--- src/sv/wlcb_pkg.sv ---
// wlcb_pkg: shared constants for the weighted layer color blend core.
// Field widths, stream word widths and parameter defaults.
// No dependencies.
package wlcb_pkg;

	// parameter defaults
	localparam int MAX_LAYERS_DEF       = 16;
	localparam int WEIGHT_FRAC_BITS_DEF = 12;

	// item field widths
	localparam int COLOR_W  = 8;
	localparam int WEIGHT_W = 16;
	localparam int NUM_CH   = 3;

	// stream word widths
	localparam int S_DATA_W = 64;
	localparam int S_USER_W = 2;
	localparam int M_DATA_W = 24;

	// width that holds any weight and the unit alpha for compares
	localparam int CMP_W = 17;

endpackage

--- src/sv/weighted_layer_color_blend_core.sv ---
// weighted_layer_color_blend_core: bit-serial weighted-average alpha blend, RGB888; uses wlcb_pkg.
// A layer word with a contribution is accepted, then added by serial shift-add multiply steps,
// one color bit per step; a word without a contribution is only accepted. A last word then
// goes through ST_PREP, the shift-add multiplier (ST_MULA, ST_MULT), the restoring divider
// (ST_DIV) and ST_DONE; zero total weight skips to ST_DONE. A held result word stalls the next.
// Reset (arst_n low, asynchronous) clears all accumulators and empties the output.
module weighted_layer_color_blend_core #(
	parameter int MAX_LAYERS       = wlcb_pkg::MAX_LAYERS_DEF,
	parameter int WEIGHT_FRAC_BITS = wlcb_pkg::WEIGHT_FRAC_BITS_DEF
) (
	input  logic                          clk,
	input  logic                          arst_n,
	// input stream
	input  logic                          s_tvalid,
	output logic                          s_tready,
	// layer_r[7:0], layer_g[15:8], layer_b[23:16], weight[39:24],
	// base_r[47:40], base_g[55:48], base_b[63:56]
	input  logic [wlcb_pkg::S_DATA_W-1:0] s_tdata,
	// first[0], has_layer[1]
	input  logic [wlcb_pkg::S_USER_W-1:0] s_tuser,
	input  logic                          s_tlast,
	// result stream
	output logic                          m_tvalid,
	input  logic                          m_tready,
	// out_r[7:0], out_g[15:8], out_b[23:16]
	output logic [wlcb_pkg::M_DATA_W-1:0] m_tdata,
	// overflow[0]
	output logic                          m_tuser
);

	localparam int CW_  = wlcb_pkg::COLOR_W;
	localparam int NCH  = wlcb_pkg::NUM_CH;
	localparam int LCW  = $clog2(MAX_LAYERS + 1);
	localparam int TW   = wlcb_pkg::WEIGHT_W + LCW;   // total weight
	localparam int SW   = CW_ + TW;                    // channel sum
	localparam int AW   = WEIGHT_FRAC_BITS + 1;        // alpha, 0..ONE
	localparam int PW   = CW_ + AW;                    // base * (ONE - alpha)
	localparam int DW   = TW + WEIGHT_FRAC_BITS;       // D = T * ONE
	localparam int NW   = CW_ + DW;                    // N <= 255 * D
	localparam int RW   = NW + 1;                      // 2N + D
	localparam int DVW  = DW + CW_;                    // 2D << 7
	localparam int STW  = $clog2(TW);
	localparam logic [AW-1:0]  ONE     = AW'(1) << WEIGHT_FRAC_BITS;
	localparam logic [LCW-1:0] MAX_CNT = LCW'(MAX_LAYERS);

	typedef enum logic [2:0] {
		ST_IDLE,
		ST_ACC,
		ST_PREP,
		ST_MULA,
		ST_MULT,
		ST_DIV,
		ST_DONE
	} state_t;

	state_t state_q;

	// per LED accumulators
	logic [SW-1:0]  sum_q [NCH];
	logic [TW-1:0]  tot_q;
	logic [wlcb_pkg::WEIGHT_W-1:0] peak_q;
	logic [LCW-1:0] cnt_q;
	logic           drop_q;

	// current word and serial datapath
	logic [CW_-1:0] col_q  [NCH];
	logic [CW_-1:0] base_q [NCH];
	logic [SW-1:0]  wsh_q;
	logic           last_q;
	logic [AW-1:0]  mpa_q;
	logic [TW-1:0]  mpt_q;
	logic [NW-1:0]  mcs_q  [NCH];
	logic [PW-1:0]  mcb_q  [NCH];
	logic [PW-1:0]  p1_q   [NCH];
	logic [NW-1:0]  n_q    [NCH];
	logic [RW-1:0]  rem_q  [NCH];
	logic [DVW-1:0] dvs_q;
	logic [CW_-1:0] quo_q  [NCH];
	logic [STW-1:0] step_q;

	// input word fields
	logic                          in_first, in_has;
	logic [CW_-1:0]                in_col  [NCH];
	logic [CW_-1:0]                in_base [NCH];
	logic [wlcb_pkg::WEIGHT_W-1:0] in_w;

	assign in_first   = s_tuser[0];
	assign in_has     = s_tuser[1];
	assign in_col[0]  = s_tdata[7:0];
	assign in_col[1]  = s_tdata[15:8];
	assign in_col[2]  = s_tdata[23:16];
	assign in_w       = s_tdata[39:24];
	assign in_base[0] = s_tdata[47:40];
	assign in_base[1] = s_tdata[55:48];
	assign in_base[2] = s_tdata[63:56];

	assign s_tready = (state_q == ST_IDLE);

	// accumulator values after an optional clear on first
	logic [SW-1:0]  sum_b [NCH];
	logic [TW-1:0]  tot_b;
	logic [wlcb_pkg::WEIGHT_W-1:0] peak_b;
	logic [LCW-1:0] cnt_b;
	logic           drop_b;
	logic           take;

	always_comb begin
		for (int c = 0; c < NCH; c++) begin
			sum_b[c] = in_first ? '0 : sum_q[c];
		end
		tot_b  = in_first ? '0 : tot_q;
		peak_b = in_first ? '0 : peak_q;
		cnt_b  = in_first ? '0 : cnt_q;
		drop_b = in_first ? 1'b0 : drop_q;
		take   = in_has && (cnt_b < MAX_CNT);
	end

	// alpha = min(peak, ONE)
	logic [AW-1:0] alpha;

	always_comb begin
		if (wlcb_pkg::CMP_W'(peak_q) >= wlcb_pkg::CMP_W'(ONE)) begin
			alpha = ONE;
		end else begin
			alpha = AW'(peak_q);
		end
	end

	// serial multiply and divide steps
	logic           nbit;
	logic [PW-1:0]  p1_nx  [NCH];
	logic [NW-1:0]  n_nx   [NCH];
	logic           ge     [NCH];
	logic [DW-1:0]  den;

	always_comb begin
		nbit = (state_q == ST_MULA) ? mpa_q[0] : mpt_q[0];
		den  = DW'(tot_q) << WEIGHT_FRAC_BITS;
		for (int c = 0; c < NCH; c++) begin
			p1_nx[c] = mpt_q[0] ? (p1_q[c] + mcb_q[c]) : p1_q[c];
			n_nx[c]  = nbit ? (n_q[c] + mcs_q[c]) : n_q[c];
			ge[c]    = rem_q[c] >= RW'(dvs_q);
		end
	end

	// sequencer, datapath and output register
	always_ff @(posedge clk or negedge arst_n) begin
		if (!arst_n) begin
			state_q  <= ST_IDLE;
			for (int c = 0; c < NCH; c++) begin
				sum_q[c] <= '0;
			end
			tot_q    <= '0;
			peak_q   <= '0;
			cnt_q    <= '0;
			drop_q   <= 1'b0;
			last_q   <= 1'b0;
			step_q   <= '0;
			m_tvalid <= 1'b0;
		end else begin
			// drop the result word once taken; ST_DONE keeps or reloads it
			if (m_tready && state_q != ST_DONE) begin
				m_tvalid <= 1'b0;
			end
			case (state_q)
				ST_IDLE: begin
					if (s_tvalid) begin
						last_q <= s_tlast;
						wsh_q  <= SW'(in_w);
						step_q <= '0;
						for (int c = 0; c < NCH; c++) begin
							sum_q[c]  <= sum_b[c];
							col_q[c]  <= in_col[c];
							base_q[c] <= in_base[c];
						end
						if (take) begin
							tot_q   <= tot_b + TW'(in_w);
							peak_q  <= (in_w > peak_b) ? in_w : peak_b;
							cnt_q   <= cnt_b + LCW'(1);
							drop_q  <= drop_b;
							state_q <= ST_ACC;
						end else begin
							tot_q   <= tot_b;
							peak_q  <= peak_b;
							cnt_q   <= cnt_b;
							drop_q  <= drop_b | in_has;
							state_q <= s_tlast ? ST_PREP : ST_IDLE;
						end
					end
				end
				ST_ACC: begin
					// add weight << k for each set color bit
					for (int c = 0; c < NCH; c++) begin
						if (col_q[c][0]) begin
							sum_q[c] <= sum_q[c] + wsh_q;
						end
						col_q[c] <= col_q[c] >> 1;
					end
					wsh_q  <= wsh_q << 1;
					step_q <= step_q + STW'(1);
					if (step_q == STW'(CW_ - 1)) begin
						state_q <= last_q ? ST_PREP : ST_IDLE;
					end
				end
				ST_PREP: begin
					step_q <= '0;
					if (tot_q == '0) begin
						// zero total weight: pass the base color
						for (int c = 0; c < NCH; c++) begin
							quo_q[c] <= base_q[c];
						end
						state_q <= ST_DONE;
					end else begin
						mpa_q <= alpha;
						mpt_q <= TW'(ONE - alpha);
						for (int c = 0; c < NCH; c++) begin
							mcs_q[c] <= NW'(sum_q[c]);
							mcb_q[c] <= PW'(base_q[c]);
							p1_q[c]  <= '0;
							n_q[c]   <= '0;
						end
						state_q <= ST_MULA;
					end
				end
				ST_MULA: begin
					// N = S * alpha and P1 = base * (ONE - alpha), one bit a cycle
					for (int c = 0; c < NCH; c++) begin
						n_q[c]   <= n_nx[c];
						p1_q[c]  <= p1_nx[c];
						mcb_q[c] <= mcb_q[c] << 1;
					end
					mpa_q <= mpa_q >> 1;
					if (step_q == STW'(AW - 1)) begin
						// switch the multiplicand to P1 and the multiplier to T
						for (int c = 0; c < NCH; c++) begin
							mcs_q[c] <= NW'(p1_nx[c]);
						end
						mpt_q   <= tot_q;
						step_q  <= '0;
						state_q <= ST_MULT;
					end else begin
						for (int c = 0; c < NCH; c++) begin
							mcs_q[c] <= mcs_q[c] << 1;
						end
						mpt_q  <= mpt_q >> 1;
						step_q <= step_q + STW'(1);
					end
				end
				ST_MULT: begin
					// N += P1 * T, one bit a cycle
					for (int c = 0; c < NCH; c++) begin
						n_q[c]   <= n_nx[c];
						mcs_q[c] <= mcs_q[c] << 1;
					end
					mpt_q <= mpt_q >> 1;
					if (step_q == STW'(TW - 1)) begin
						// set up (2N + D) / (2D); quotient fits 8 bits as N <= 255 * D
						for (int c = 0; c < NCH; c++) begin
							rem_q[c] <= (RW'(n_nx[c]) << 1) + RW'(den);
						end
						dvs_q   <= DVW'(den) << CW_;
						step_q  <= '0;
						state_q <= ST_DIV;
					end else begin
						step_q <= step_q + STW'(1);
					end
				end
				ST_DIV: begin
					// restoring divide, one quotient bit a cycle, MSB first
					for (int c = 0; c < NCH; c++) begin
						if (ge[c]) begin
							rem_q[c] <= rem_q[c] - RW'(dvs_q);
						end
						quo_q[c] <= {quo_q[c][CW_-2:0], ge[c]};
					end
					dvs_q  <= dvs_q >> 1;
					step_q <= step_q + STW'(1);
					if (step_q == STW'(CW_ - 1)) begin
						state_q <= ST_DONE;
					end
				end
				ST_DONE: begin
					// hand over the result and start a new LED
					if (!m_tvalid || m_tready) begin
						m_tvalid <= 1'b1;
						m_tdata  <= {quo_q[2], quo_q[1], quo_q[0]};
						m_tuser  <= drop_q;
						for (int c = 0; c < NCH; c++) begin
							sum_q[c] <= '0;
						end
						tot_q   <= '0;
						peak_q  <= '0;
						cnt_q   <= '0;
						drop_q  <= 1'b0;
						state_q <= ST_IDLE;
					end
				end
				default: begin
					state_q <= ST_IDLE;
				end
			endcase
		end
	end

`ifndef SYNTH
	// layer count saturates at the limit
	a_cnt_bound: assert property (@(posedge clk) disable iff (!arst_n)
		cnt_q <= MAX_CNT)
		else $error("layer count above limit");

	// a dropped contribution means the count is full
	a_drop_full: assert property (@(posedge clk) disable iff (!arst_n)
		drop_q |-> cnt_q == MAX_CNT)
		else $error("overflow flagged with free layer slots");

	// the divider only runs with a nonzero total weight
	a_div_nonzero: assert property (@(posedge clk) disable iff (!arst_n)
		state_q == ST_DIV |-> tot_q != '0)
		else $error("divide with zero total weight");

	// the remainder stays below twice the current divisor step
	a_div_range: assert property (@(posedge clk) disable iff (!arst_n)
		state_q == ST_DIV |-> rem_q[0] < {dvs_q, 1'b0})
		else $error("divider remainder out of range");
`endif

endmodule
--- config.mk ---
export PLATFORM = sky130hd
export DESIGN_NAME = weighted_layer_color_blend_core
export DESIGN_NICKNAME = d
export VERILOG_FILES = /design/src/sv/wlcb_pkg.sv /design/src/sv/weighted_layer_color_blend_core.sv
export SDC_FILE = /design/constraint.sdc
export NUM_CORES = 2
export LEC_CHECK = 0
export BUFFER_PORTS_ARGS = -buffer_cell sky130_fd_sc_hd__buf_2
export CAP_MARGIN = 30
export CELL_PAD_IN_SITES_DETAIL_PLACEMENT = 1
export CELL_PAD_IN_SITES_GLOBAL_PLACEMENT = 1
export CORE_UTILIZATION = 50
export DETAILED_ROUTE_END_ITERATION = 10
export GPL_TIMING_DRIVEN = 0
export PLACE_DENSITY_LB_ADDON = 0.1
export SLEW_MARGIN = 10
export SYNTH_ARGS = -nofsm -noshare
export SYNTH_HDL_FRONTEND = slang
export SYNTH_SLANG_ARGS = --single-unit
--- constraint.sdc ---
create_clock -name clk -period 16.48 [get_ports clk]
set_clock_uncertainty 0.15 [all_clocks]
set_input_delay 4.944 -clock clk [delete_from_list [all_inputs] [get_ports clk]]
set_output_delay 4.944 -clock clk [all_outputs]
set_load 0.01 [all_outputs]
==> impl_summary.log <==
INFO  metric result_of_the_run = finished, final reports clean
INFO  metric holdWs = 275.3 ps
INFO  metric power.leakage = 26.63 nW
INFO  metric htreeDepth = 3
INFO  metric cts_tree = done
INFO  metric share_seq_of_total_power = 32.8%
INFO  metric async_flop_share = 16.69%
INFO  metric cpPeakStageDelay = 880 ps
INFO  metric maxCapViolCount = 0
INFO  metric ys_types = 92
INFO  metric final_cell_count_no_fill = 7835
INFO  metric grt_pass1_wl = 305900 um
INFO  metric worst_hold_path.num_cells = 0
INFO  metric synth-seq-cells = 839
INFO  metric dpl.hpwl = 160100 um
INFO  metric via_to_cell_ratio = 6.266
INFO  metric cellPowerDensity = 153.5 nW/um^2
INFO  metric p_int = 5.617 mW
INFO  metric detail_route.drc_violations = 0
INFO  metric endpoint_kind = register
INFO  metric num_vias = 49090
INFO  metric clock_latency = 710 ps
INFO  metric synth_enable_flop_cells = 699
INFO  metric rows = 124
INFO  metric critical_path.startpoint_type = register
INFO  metric worst_slew_pin_slew = 1078 ps
INFO  metric areaGrowthSynthToFinish = 10.49%
INFO  metric power_switching_share = 42.49%
INFO  metric clk_transition_reported_paths = 60 ps
INFO  metric final_max_slew_viol_count = 0
INFO  metric critical_path.slowest_cell = clkinv_1
INFO  metric fp.dieArea = 116500 um^2
INFO  metric comb_power_share = 44.7%
INFO  metric synthFlopType = edfxtp_1
INFO  metric drt-initial-drc-count = 3679
INFO  metric drt_first_pass_iters = 5
INFO  metric final_cell_mix = 705 x nand2_1, 699 x edfxtp_1, 537 x nor2_1
INFO  metric post_cts_sizing_count = 0
INFO  metric place.gp.congestion = 1.006
INFO  metric die_width = 341.4 um
INFO  metric cts_buffer_depth = 3
INFO  metric place_worst_setup_slack = 5855 ps
INFO  metric post_synth.cell_area_avg = 9.566 um^2
INFO  metric final_common_cell = nand2_1
INFO  metric dieHeight = 341.4 um
INFO  metric synth_top_cell_area_share = 36.45%
INFO  metric placeableCoreArea = 114200 um^2
INFO  metric yosys_warnings = 0
INFO  metric timing.critical_path.required = 16750 ps
INFO  metric dpl.cell_count = 7649
INFO  metric seq_total_area_yosys = 42.53%
INFO  metric antenna_found_initial = 8
INFO  metric synth.largest_area_cell = edfxtp_1
INFO  metric initial_core_util = 50.43%
INFO  metric p_sw = 4.149 mW
INFO  metric route.final.wire_length = 204600 um
INFO  metric period_minus_slack = 10910 ps
INFO  metric grt_pass1_vias = 50130
INFO  metric max_clock_freq = 0.09165 GHz
INFO  metric critPathArrivalTime = 11190 ps
INFO  metric ff2ff_path_depth = 28
INFO  metric crit_path_max_fanout = 10
INFO  metric synth_cells = 6020
INFO  metric worst-r2r-setup-slack = 5570 ps
INFO  metric grt_start_max_net_pins = 102
INFO  metric cts_root_buffer = clkbuf_16
INFO  metric post-cts-setup-buffers = 0
INFO  metric timing.slew.headroom = 28.11%
INFO  metric grt_util_all_layers = 34.53%
INFO  metric clock_sink_count = 839
INFO  metric nFillCells = 12970
INFO  metric rsz0062_at_grt = false
INFO  metric finalHoldViolations = 0
INFO  metric grt_overflow = 0
INFO  metric timing.setup.critical_path_class = register to register
INFO  metric power.ir.vdd_worst = 0.1108 mV
INFO  metric timing.final.setup_violations = 0
INFO  metric ys_top_cells_by_area = edfxtp_1 36%, ha_1 11%, dfrtp_1 6.1%
INFO  metric io_pins = 98
INFO  metric syn_area = 57590 um^2
INFO  metric routed_wire_length_per_instance = 26.12 um
INFO  metric final.period_utilization = 66.21%
INFO  metric net_count_after_synthesis = 6600
INFO  metric worst_path_most_repeated_cell = clkbuf_1
INFO  metric hp-class = register to register
INFO  metric setup_slack = 5569 ps
INFO  metric layout_net_count = 6819
INFO  metric drive_gt1_share = 6.014%
INFO  metric power.share.clock = 22.5%
INFO  metric portBuffers = 96
INFO  metric post_cts_hold_buffer_count = 0
INFO  metric ant_nets = 0
INFO  metric cts-buffers-inserted = 96
## final timing paths
kind                                     end    startpoint
worst min register to register   m_tdata[23]  quo_q[0][23]
worst max-delay path            rem_q[0][38]      mpt_q[0]
max in group asynchronous          sum_q[29]        arst_n
worst max register to register  rem_q[0][38]      mpt_q[0]
worst min-delay path             m_tdata[23]  quo_q[0][23]
min in group asynchronous           tot_q[5]        arst_n
## registers in the layout (all words and copies together), names as in the netlist, 3 cells and up
name     cells
peak_q      16
quo_q       24
mpa_q       13
mcs_q      123
mcb_q       63
rem_q      126
m_tdata     24
sum_q       87
p1_q        63
tot_q       21
dvs_q       41
base_q      24
col_q       24
state_q      3
n_q        123
cnt_q        5
step_q       5
wsh_q       29
mpt_q       21
## area by class of cell
type | instances | area [um^2] | share of cell area [%]
timing repair buffer | 121 | 974.7 | 1.532
multi-input combinational | 4757 | 31530 | 49.56
clock inverter | 63 | 613.1 | 0.9636
sequential | 839 | 24490 | 38.50
tap | 1512 | 1892 | 2.973
buffer | 233 | 898.4 | 1.412
clock buffer | 115 | 2494 | 3.919
inverter | 191 | 716.9 | 1.127
antenna | 4 | 10.01 | 0.01573
## synth_stat cells, drive strengths merged (10+ instances only)
master / count
a21o: 208
fa: 16
a22o: 126
a211o: 15
a221o: 12
inv: 190
nor3: 93
a211oi: 47
or3: 33
a2111oi: 12
nand2: 706
nor4: 16
mux2: 32
xor2: 147
xnor2: 266
mux2i: 83
and4: 11
and2: 77
nor2b: 93
nand2b: 83
o21a: 48
or2: 22
o31ai: 42
a21boi: 19
o22ai: 10
dfrtp: 140
a21oi: 516
a31o: 15
and3: 119
a41oi: 14
o21ai: 476
buf: 35
nor2: 538
nand3: 79
a31oi: 43
nand4: 45
clkbuf: 198
o21bai: 62
o211ai: 27
ha: 493
edfxtp: 699
## kinds of logic (layout without fill, tap and decap cells)
kind of cell | after synthesis | in the layout | share of synthesized area (%)
mux | 115 | 115 | 2.075
fa+ha+maj | 509 | 509 | 11.27
compound gates | 1764 | 1764 | 19.31
simple gates | 1956 | 1956 | 15.72
buf+inv | 424 | 723 | 2.803
xor+xnor | 413 | 413 | 6.295
flops | 839 | 839 | 42.53
other cells | 0 | 4 | 0
## critical path, delay by kind of cell (launching register included)
| kind | cells | cell delay [ps] |
|---|---|---|
| adders and majority gates | 2 | 590 |
| buffers and inverters | 8 | 4810 |
| xor gates and xnor gates | 1 | 260 |
| and+or+nand+nor | 7 | 1590 |
| AOI/OAI and AO/OA | 10 | 2890 |
| DFF | 1 | 330 |
## power groups by stage
stage	sequential (mW)	combinational, mW	clock (mW)
2_1_floorplan	3.04	2.93	0
3_3_place_gp	3.26	4.03	0
3_5_place_dp	3.22	4.25	0
4_1_cts	3.18	4.29	2.21
5_1_grt	3.22	4.73	2.28
6_report	3.20	4.37	2.20
## per-layer routing
layer / part of all wire [%] / vias up / track usage (%)
li1: - / 22540 / -
met1: 43 / 24780 / 46.57
met2: 47 / 1452 / 56.73
met3: 6.0 / 318 / 3.878
met4: 4.0 / 6 / 13.71
met5: 0.024 / - / 0
## stage by stage
| stage | cell area [um^2] | util, % | setup TNS, ps | power [mW] |
|---|---|---|---|---|
| floorplan | 57590 | - | 0 | 5.975 |
| global placement | 59960 | 52.51 | -1601970 | 7.286 |
| detailed placement | 60460 | 52.95 | 0 | 7.472 |
| CTS | 63570 | 55.67 | 0 | 9.689 |
| global route | 63610 | 55.71 | 0 | 10.22 |
| finish | 63620 | 55.72 | 0 | 9.766 |
No activity file was read; power rests on OpenSTA's default activity.
